### src/pmc_pkg.sv
// Shared types, codes and reset values for the power-mode controller.
package pmc_pkg;

    localparam int unsigned TIME_W    = 32;
    localparam int unsigned REG_W     = 24;
    localparam int unsigned REG_IDX_W = 3;
    localparam int unsigned S_DATA_W  = 40;
    localparam int unsigned S_USER_W  = 2;
    localparam int unsigned M_DATA_W  = 8;

    // Power modes
    localparam logic [1:0] MODE_WAIT   = 2'd0;
    localparam logic [1:0] MODE_ACTIVE = 2'd1;
    localparam logic [1:0] MODE_LOW    = 2'd2;
    localparam logic [1:0] MODE_OFF    = 2'd3;

    // Operations
    localparam logic [1:0] FUNC_UPDATE    = 2'd0;
    localparam logic [1:0] FUNC_BUTTON    = 2'd1;
    localparam logic [1:0] FUNC_LOW_POWER = 2'd2;
    localparam logic [1:0] FUNC_WAKE      = 2'd3;

    // Configuration register indexes
    localparam logic [REG_IDX_W-1:0] REG_SCREEN_HOLD      = 3'd0;
    localparam logic [REG_IDX_W-1:0] REG_MOTION_SCREEN    = 3'd1;
    localparam logic [REG_IDX_W-1:0] REG_CONNECTED_MOTION = 3'd2;
    localparam logic [REG_IDX_W-1:0] REG_RADIO_WAIT       = 3'd3;
    localparam logic [REG_IDX_W-1:0] REG_LOW_POWER_OFF    = 3'd4;
    localparam logic [REG_IDX_W-1:0] REG_ACTIVITY_GUARD   = 3'd5;
    localparam logic [REG_IDX_W-1:0] REG_RECENT_ACTIVITY  = 3'd6;

    // Reset values
    localparam logic [REG_W-1:0] RST_SCREEN_HOLD      = 24'd60000;
    localparam logic [REG_W-1:0] RST_MOTION_SCREEN    = 24'd30000;
    localparam logic [REG_W-1:0] RST_CONNECTED_MOTION = 24'd300000;
    localparam logic [REG_W-1:0] RST_RADIO_WAIT       = 24'd300000;
    localparam logic [REG_W-1:0] RST_LOW_POWER_OFF    = 24'd120000;
    localparam logic [REG_W-1:0] RST_ACTIVITY_GUARD   = 24'd60000;
    localparam logic [REG_W-1:0] RST_RECENT_ACTIVITY  = 24'd30000;

    typedef struct packed {
        logic [REG_W-1:0] screen_hold_ms;
        logic [REG_W-1:0] motion_screen_ms;
        logic [REG_W-1:0] connected_motion_ms;
        logic [REG_W-1:0] radio_wait_ms;
        logic [REG_W-1:0] low_power_off_ms;
        logic [REG_W-1:0] activity_guard_ms;
        logic [REG_W-1:0] recent_activity_ms;
    } cfg_t;

    typedef struct packed {
        logic [1:0]        func;
        logic [TIME_W-1:0] time_ms;
        logic              motion_detected;
        logic              device_connected;
        logic              peer_app_connected;
        logic              calibrating;
    } item_t;

    typedef struct packed {
        logic [1:0]        mode;
        logic              screen;
        logic [TIME_W-1:0] last_motion_time;
        logic [TIME_W-1:0] last_button_time;
        logic [TIME_W-1:0] radio_start_time;
    } state_t;

    typedef struct packed {
        logic [1:0] power_mode;
        logic       screen_on;
        logic       power_off_request;
        logic       radio_enable;
        logic       request_refused;
    } result_t;

endpackage

### src/power_mode_controller_core.sv
// Top level of the power-mode controller: input stage, state, decision logic, result register.
//
//  Channel   Direction  Ports                               Beat contents
//  s_        in         s_tvalid s_tready s_tdata s_tuser   one event with its timestamp
//  m_        out        m_tvalid m_tready m_tdata           mode and flags after the event
//  cfg_      in         cfg_wr_en cfg_index cfg_wdata       one timeout register write
//
// One beat is accepted per cycle unless the master side stalls; a result is offered from
// the result register once its beat has passed the input register. State is updated in the
// same cycle as the result register, so the next input beat always sees the state left by the last.
// Reset is synchronous and restores the register defaults and radio waiting mode, screen on.
// A stall on the master side holds the result; the input register can still take one more beat if empty.
module power_mode_controller_core
    import pmc_pkg::*;
(
    input  logic                 aclk,
    input  logic                 aresetn,
    input  logic                 s_tvalid,
    output logic                 s_tready,
    // s_tdata, lowest bit up: time_ms[31:0], motion_detected, device_connected,
    // peer_app_connected, calibrating, zero padding [39:36]
    input  logic [S_DATA_W-1:0]  s_tdata,
    // s_tuser: func[1:0]
    input  logic [S_USER_W-1:0]  s_tuser,
    output logic                 m_tvalid,
    input  logic                 m_tready,
    // m_tdata, lowest bit up: power_mode[1:0], screen_on, power_off_request,
    // radio_enable, request_refused, zero padding [7:6]
    output logic [M_DATA_W-1:0]  m_tdata,
    input  logic                 cfg_wr_en,
    input  logic [REG_IDX_W-1:0] cfg_index,
    input  logic [REG_W-1:0]     cfg_wdata
);

    cfg_t    cfg;
    item_t   item;
    logic    item_valid;
    logic    take;
    state_t  state_reg;
    state_t  state_next;
    result_t step_res;
    result_t result_reg;
    logic    out_valid_reg;
    logic    out_valid_next;

    pmc_cfg_regs u_cfg (
        .aclk      (aclk),
        .aresetn   (aresetn),
        .cfg_wr_en (cfg_wr_en),
        .cfg_index (cfg_index),
        .cfg_wdata (cfg_wdata),
        .cfg       (cfg)
    );

    pmc_input_reg u_in (
        .aclk       (aclk),
        .aresetn    (aresetn),
        .s_tvalid   (s_tvalid),
        .s_tready   (s_tready),
        .s_tdata    (s_tdata),
        .s_tuser    (s_tuser),
        .take       (take),
        .item_valid (item_valid),
        .item       (item)
    );

    pmc_step u_step (
        .item (item),
        .cur  (state_reg),
        .cfg  (cfg),
        .nxt  (state_next),
        .res  (step_res)
    );

    assign take           = item_valid && (!out_valid_reg || m_tready);
    assign out_valid_next = take || (out_valid_reg && !m_tready);

    always_ff @(posedge aclk) begin
        if (!aresetn) begin
            state_reg.mode             <= MODE_WAIT;
            state_reg.screen           <= 1'b1;
            state_reg.last_motion_time <= '0;
            state_reg.last_button_time <= '0;
            state_reg.radio_start_time <= '0;
            out_valid_reg              <= 1'b0;
        end else begin
            out_valid_reg <= out_valid_next;
            if (take) begin
                state_reg <= state_next;
            end
        end
    end

    always_ff @(posedge aclk) begin
        if (take) begin
            result_reg <= step_res;
        end
    end

    assign m_tvalid = out_valid_reg;
    assign m_tdata  = {2'b00,
                       result_reg.request_refused,
                       result_reg.radio_enable,
                       result_reg.power_off_request,
                       result_reg.screen_on,
                       result_reg.power_mode};

`ifndef SYNTHESIS
    // An off request is only ever raised together with off mode.
    a_pulse_means_off: assert property (@(posedge aclk) disable iff (!aresetn)
        out_valid_reg && result_reg.power_off_request |-> result_reg.power_mode == MODE_OFF)
        else $error("power off request without off mode");

    // A refused request leaves no off request behind.
    a_refused_no_pulse: assert property (@(posedge aclk) disable iff (!aresetn)
        out_valid_reg && result_reg.request_refused |-> !result_reg.power_off_request)
        else $error("refused request together with off request");

    // The mode shown on the output is the mode the controller holds.
    a_result_tracks_state: assert property (@(posedge aclk) disable iff (!aresetn)
        out_valid_reg |-> result_reg.power_mode == state_reg.mode &&
                          result_reg.screen_on == state_reg.screen)
        else $error("result out of step with controller state");

    // The state only moves when a beat is processed.
    a_state_moves_on_take: assert property (@(posedge aclk) disable iff (!aresetn)
        !take |=> $stable(state_reg))
        else $error("controller state changed without a beat");
`endif

endmodule

### src/pmc_cfg_regs.sv
// Configuration register file of the power-mode controller.
module pmc_cfg_regs
    import pmc_pkg::*;
(
    input  logic                 aclk,
    input  logic                 aresetn,
    input  logic                 cfg_wr_en,
    input  logic [REG_IDX_W-1:0] cfg_index,
    input  logic [REG_W-1:0]     cfg_wdata,
    output cfg_t                 cfg
);

    cfg_t cfg_reg;
    cfg_t cfg_next;

    always_comb begin
        cfg_next = cfg_reg;
        if (cfg_wr_en) begin
            unique case (cfg_index)
                REG_SCREEN_HOLD:      cfg_next.screen_hold_ms      = cfg_wdata;
                REG_MOTION_SCREEN:    cfg_next.motion_screen_ms    = cfg_wdata;
                REG_CONNECTED_MOTION: cfg_next.connected_motion_ms = cfg_wdata;
                REG_RADIO_WAIT:       cfg_next.radio_wait_ms       = cfg_wdata;
                REG_LOW_POWER_OFF:    cfg_next.low_power_off_ms    = cfg_wdata;
                REG_ACTIVITY_GUARD:   cfg_next.activity_guard_ms   = cfg_wdata;
                REG_RECENT_ACTIVITY:  cfg_next.recent_activity_ms  = cfg_wdata;
                default:              cfg_next = cfg_reg;
            endcase
        end
    end

    always_ff @(posedge aclk) begin
        if (!aresetn) begin
            cfg_reg.screen_hold_ms      <= RST_SCREEN_HOLD;
            cfg_reg.motion_screen_ms    <= RST_MOTION_SCREEN;
            cfg_reg.connected_motion_ms <= RST_CONNECTED_MOTION;
            cfg_reg.radio_wait_ms       <= RST_RADIO_WAIT;
            cfg_reg.low_power_off_ms    <= RST_LOW_POWER_OFF;
            cfg_reg.activity_guard_ms   <= RST_ACTIVITY_GUARD;
            cfg_reg.recent_activity_ms  <= RST_RECENT_ACTIVITY;
        end else begin
            cfg_reg <= cfg_next;
        end
    end

    assign cfg = cfg_reg;

endmodule

### src/pmc_input_reg.sv
// Input register stage: captures one beat from the slave side.
module pmc_input_reg
    import pmc_pkg::*;
(
    input  logic                aclk,
    input  logic                aresetn,
    input  logic                s_tvalid,
    output logic                s_tready,
    input  logic [S_DATA_W-1:0] s_tdata,
    input  logic [S_USER_W-1:0] s_tuser,
    input  logic                take,
    output logic                item_valid,
    output item_t               item
);

    logic  valid_reg;
    logic  valid_next;
    item_t item_reg;

    assign s_tready   = !valid_reg || take;
    assign valid_next = s_tready ? s_tvalid : valid_reg;

    always_ff @(posedge aclk) begin
        if (!aresetn) begin
            valid_reg <= 1'b0;
        end else begin
            valid_reg <= valid_next;
        end
    end

    always_ff @(posedge aclk) begin
        if (s_tready && s_tvalid) begin
            item_reg.func               <= s_tuser[1:0];
            item_reg.time_ms            <= s_tdata[TIME_W-1:0];
            item_reg.motion_detected    <= s_tdata[TIME_W];
            item_reg.device_connected   <= s_tdata[TIME_W+1];
            item_reg.peer_app_connected <= s_tdata[TIME_W+2];
            item_reg.calibrating        <= s_tdata[TIME_W+3];
        end
    end

    assign item_valid = valid_reg;
    assign item       = item_reg;

endmodule

### src/pmc_step.sv
// Decision logic: next controller state and result for one item.
module pmc_step
    import pmc_pkg::*;
(
    input  item_t   item,
    input  state_t  cur,
    input  cfg_t    cfg,
    output state_t  nxt,
    output result_t res
);

    logic [TIME_W-1:0] now;
    logic [TIME_W-1:0] motion_time;
    logic [TIME_W-1:0] dm;
    logic [TIME_W-1:0] db;
    logic [TIME_W-1:0] idle;
    logic [TIME_W-1:0] since_start;
    logic              keep;
    logic              pulse;
    logic              refused;

    always_comb begin
        now         = item.time_ms;
        // Motion is recorded before any timing decision of the same update.
        motion_time = (item.func == FUNC_UPDATE && item.motion_detected) ?
                      now : cur.last_motion_time;
        dm          = now - motion_time;
        db          = now - cur.last_button_time;
        idle        = (dm < db) ? dm : db;
        since_start = now - cur.radio_start_time;

        if (db <= {8'd0, cfg.screen_hold_ms}) begin
            keep = 1'b1;
        end else if (item.peer_app_connected) begin
            keep = 1'b1;
        end else if (item.device_connected) begin
            keep = dm <= {8'd0, cfg.connected_motion_ms};
        end else begin
            keep = dm <= {8'd0, cfg.motion_screen_ms};
        end

        nxt                  = cur;
        nxt.last_motion_time = motion_time;
        pulse                = 1'b0;
        refused              = 1'b0;

        unique case (item.func)
            FUNC_UPDATE: begin
                nxt.screen = keep;
                if (item.device_connected) begin
                    nxt.mode = MODE_ACTIVE;
                end else if (!item.calibrating) begin
                    unique case (cur.mode)
                        MODE_WAIT: begin
                            if (since_start > {8'd0, cfg.radio_wait_ms} &&
                                idle > {8'd0, cfg.activity_guard_ms}) begin
                                nxt.mode   = MODE_OFF;
                                nxt.screen = 1'b0;
                                pulse      = 1'b1;
                            end else if (idle < {8'd0, cfg.recent_activity_ms}) begin
                                nxt.radio_start_time = now;
                            end
                        end
                        MODE_ACTIVE: begin
                            nxt.mode             = MODE_WAIT;
                            nxt.screen           = 1'b0;
                            nxt.radio_start_time = now;
                        end
                        MODE_LOW: begin
                            if (idle > {8'd0, cfg.low_power_off_ms}) begin
                                nxt.mode   = MODE_OFF;
                                nxt.screen = 1'b0;
                                pulse      = 1'b1;
                            end
                        end
                        MODE_OFF: begin
                            nxt.mode = MODE_OFF;
                        end
                        default: begin
                            nxt.mode = cur.mode;
                        end
                    endcase
                end
            end
            FUNC_BUTTON: begin
                nxt.last_button_time = now;
            end
            FUNC_LOW_POWER: begin
                if (cur.mode != MODE_LOW) begin
                    if (idle < {8'd0, cfg.activity_guard_ms}) begin
                        refused = 1'b1;
                    end else begin
                        nxt.mode   = MODE_LOW;
                        nxt.screen = 1'b0;
                    end
                end
            end
            FUNC_WAKE: begin
                if (cur.mode != MODE_WAIT) begin
                    nxt.mode             = MODE_WAIT;
                    nxt.screen           = 1'b0;
                    nxt.radio_start_time = now;
                end
            end
            default: begin
                nxt = cur;
            end
        endcase

        res.power_mode        = nxt.mode;
        res.screen_on         = nxt.screen;
        res.power_off_request = pulse;
        res.radio_enable      = (nxt.mode == MODE_WAIT) || (nxt.mode == MODE_ACTIVE);
        res.request_refused   = refused;
    end

endmodule
### config.mk
export PLATFORM = sky130hd
export DESIGN_NAME = power_mode_controller_core
export DESIGN_NICKNAME = d
export VERILOG_FILES = /design/src/pmc_pkg.sv /design/src/power_mode_controller_core.sv /design/src/pmc_cfg_regs.sv /design/src/pmc_input_reg.sv /design/src/pmc_step.sv
export SDC_FILE = /design/constraint.sdc
export NUM_CORES = 1
export LEC_CHECK = 0
export BUFFER_PORTS_ARGS = -buffer_cell sky130_fd_sc_hd__buf_2
export CAP_MARGIN = 20
export CORE_MARGIN = 10
export CORE_UTILIZATION = 55
export DETAILED_ROUTE_END_ITERATION = 12
export PLACE_DENSITY_LB_ADDON = 0.3
export SLEW_MARGIN = 20
export SYNTH_ARGS = -nofsm -noshare
export SYNTH_HDL_FRONTEND = slang
export SYNTH_SLANG_ARGS = --single-unit
export TNS_END_PERCENT = 1
### constraint.sdc
create_clock -name aclk -period 19.1 [get_ports aclk]
set_input_delay 2.865 -clock aclk [delete_from_list [all_inputs] [get_ports aclk]]
set_output_delay 2.865 -clock aclk [all_outputs]
set_load 0.01 [all_outputs]
==> out/results.ini <==
[synthesis]
synthArstFlopShare_pct = 0
synth_most_common_cell = nand2_1
ys_top_cells_by_count = nand2_1, ha_1, inv_1
synthTopCellsByArea = dfxtp_1, ha_1, nand2_1
yosysTopAreaCell = dfxtp_1
ys_types = 107
ys_warn_count = 0
synth_fa_ha_area_share_pct = 15.78
synth_compound_area_share_pct = 23.12
syn_inst = 2873
synth-xor-area-share_pct = 3.270
synth.area.mux_share_pct = 2.889
synth-simple-area-share_pct = 18.41
synth_area_um2 = 23000
syn-mean-instance-area_um2 = 8.004
yosysTopAreaCellShare_pct = 23.42
ys_seq_area_share_pct = 29.16
synth_top_family_by_area = compound AO/OA/AOI/OAI gates
synth-seq-cells = 313
synth_top_flop_cell = dfxtp_1
synth_edf_count = 44

[cts]
cts_tree = done
clkLatencyLatePin_ns = 0.56
cts-resized-gates = 0
clock_sinks = 313
cts_max_path_buffers = 3
post_cts_buffers = 0
htree_levels = 2
cts.reportedPaths.clkPinSlew_ns = 0.06
clock-root-buffer = clkbuf_16
numCtsBuffers = 39
hold_buffers = 0

[global_route]
met1_usage_pct = 33.21
grt_pass1_vias = 19732
antenna_found_initial = 1
grtUsageTotal_pct = 26.43
use_met2_pct = 44.12
grt_max_degree = 125
grt.busiest_layer = met2
grt_pass1_wl_um = 106300
globalRouteOverflowTotal = 0
gr-usage-met3_pct = 5.023

[placed_design]
dp_slack_ns = 9.210
io_buffers = 77
place_congestion = 0.9519
hpwl_um = 51440

[worst_setup_path]
worstReg2RegStart = u_in.item[37]
critPathBufInv = 4
cp_slowest_cell = a221oi_1
critical_path_arrival_ns = 10.63
rrSetupSlack_ns = 8.88
crit_type = register to register
slowest_delay_ns = 0.85
cp.required_ns = 19.51
critical_path.top_delay_family = compound AO/OA/AOI/OAI gates
crit_fanout = 48
startpoint = u_in.item[37]
cp-start-kind = register
cp-end-kind = register

[route]
firstDrtPassIters = 5
routed_wl_um = 68090
drt-initial-drc-count = 1678
postRouteAntennaNets = 0
wire_per_inst_um = 19.76
drc = 0
post_drt_via_cell_ratio = 5.972
num_vias = 20574

[floorplan]
io_pins = 84
core_area_um2 = 41110
fp.dieArea_um2 = 50390
start_util_pct = 55.94
die_y_um = 224.5
die_w_um = 224.5
row_count = 74

[timing]
skew_ns = 0.02129
finalCritPeriodShare_pct = 53.50
layout_setup_ws_ns = 8.881
hold_ws_ns = 0.4613
worstMarginPinSlew_ns = 1.070
rsz0062_at_grt = false
period_needed_ns = 10.22
setup_viol = 0
slew_viol_final = 0
fin_tns_setup_ns = 0
hold_violations = 0
max_slew_margin_pct = 28.68
fmax_mhz = 97.86

[flow_run]
max-cap-violations = 0

[pwr]
ir_drop_uv = 83.47
leakagePower_nw = 10.45
pwr_density_cell_nw_per_um2 = 88.71

[status]
run_status = completed

[cells_and_area]
layout.area.seq_um2 = 6706
diodes = 0
largest_reg_flops = 168
fillerInstances = 3698
drive_gt1_share_pct = 7.243
multi_input_area_um2 = 14660
area_delta_synth_final_pct = 8.112
final_net_count = 3247

[min_path]
hold_path_class = register to register
worstHoldStart = state_reg[29]

kinds of logic after synthesis:
group | Yosys count
buf+inv | 403
flops | 313
xor+xnor | 85
mux | 66
compound gates | 775
simple gates | 941
fa+ha+maj | 289
other cells | 1
layer usage:
layer	share of wire [%]	up-vias
li1	-	10063
met5	0.16	-
met2	46	638
met4	3.6	2
met3	6.9	125
met1	43	9746
worst paths after layout:
path / end / cells after the start
max reg2reg: state_reg[21] / 32
min reg2reg: state_reg[29] / 2
max: state_reg[21] / 32
min: state_reg[29] / 2
report_power, final:
part / internal (mW) / switching, mW / leakage (nW)
clock: 0.446 / 0.298 / 0.627
sequential: 0.690 / 0.0221 / 2.61
combinational: 0.278 / 0.472 / 7.22
total: 1.41 / 0.792 / 10.5
worst min-delay path: stages (launching register included):
cell and delay (ns):
dfxtp_1 0.30, nand2_1 0.05, mux2i_1 0.06
through the flow:
step	utilization [%]	area [um2]	std cells	power (mW)
2_1_floorplan	-	23000	2874	1.227
3_3_place_gp	57.30	23560	3375	1.429
3_5_place_dp	57.34	23570	3376	1.455
4_1_cts	60.45	24850	3445	2.202
5_1_grt	60.48	24860	3445	2.323
6_report	60.48	24860	3445	2.205
cells in the final DEF (no fill, tap or decap), types with 17 or more instances in the layout:
cell	n
a31oi_1	17
a21o_1	46
edfxtp_1	44
nor3_1	20
inv_1	283
mux2i_1	63
xnor2_1	51
ha_1	286
o21ai_0	130
nand2b_1	18
o211ai_1	71
a21oi_1	160
clkbuf_16	41
buf_2	76
nand2_1	581
xor2_1	33
nand3_1	44
a211oi_1	18
nand4_1	53
o211a_1	27
dfxtp_1	269
nor2b_1	32
nor2_1	91
a21boi_0	164
o21a_1	24
final cells by class:
class	count	share of cell area [%]
multi-input combinational	2158	58.95
sequential	313	26.98
clock buffer	50	4.424
inverter	284	4.288
tap	532	2.677
timing repair buffer	89	1.968
clock inverter	19	0.7146
(Power assumes the default switching activity.)
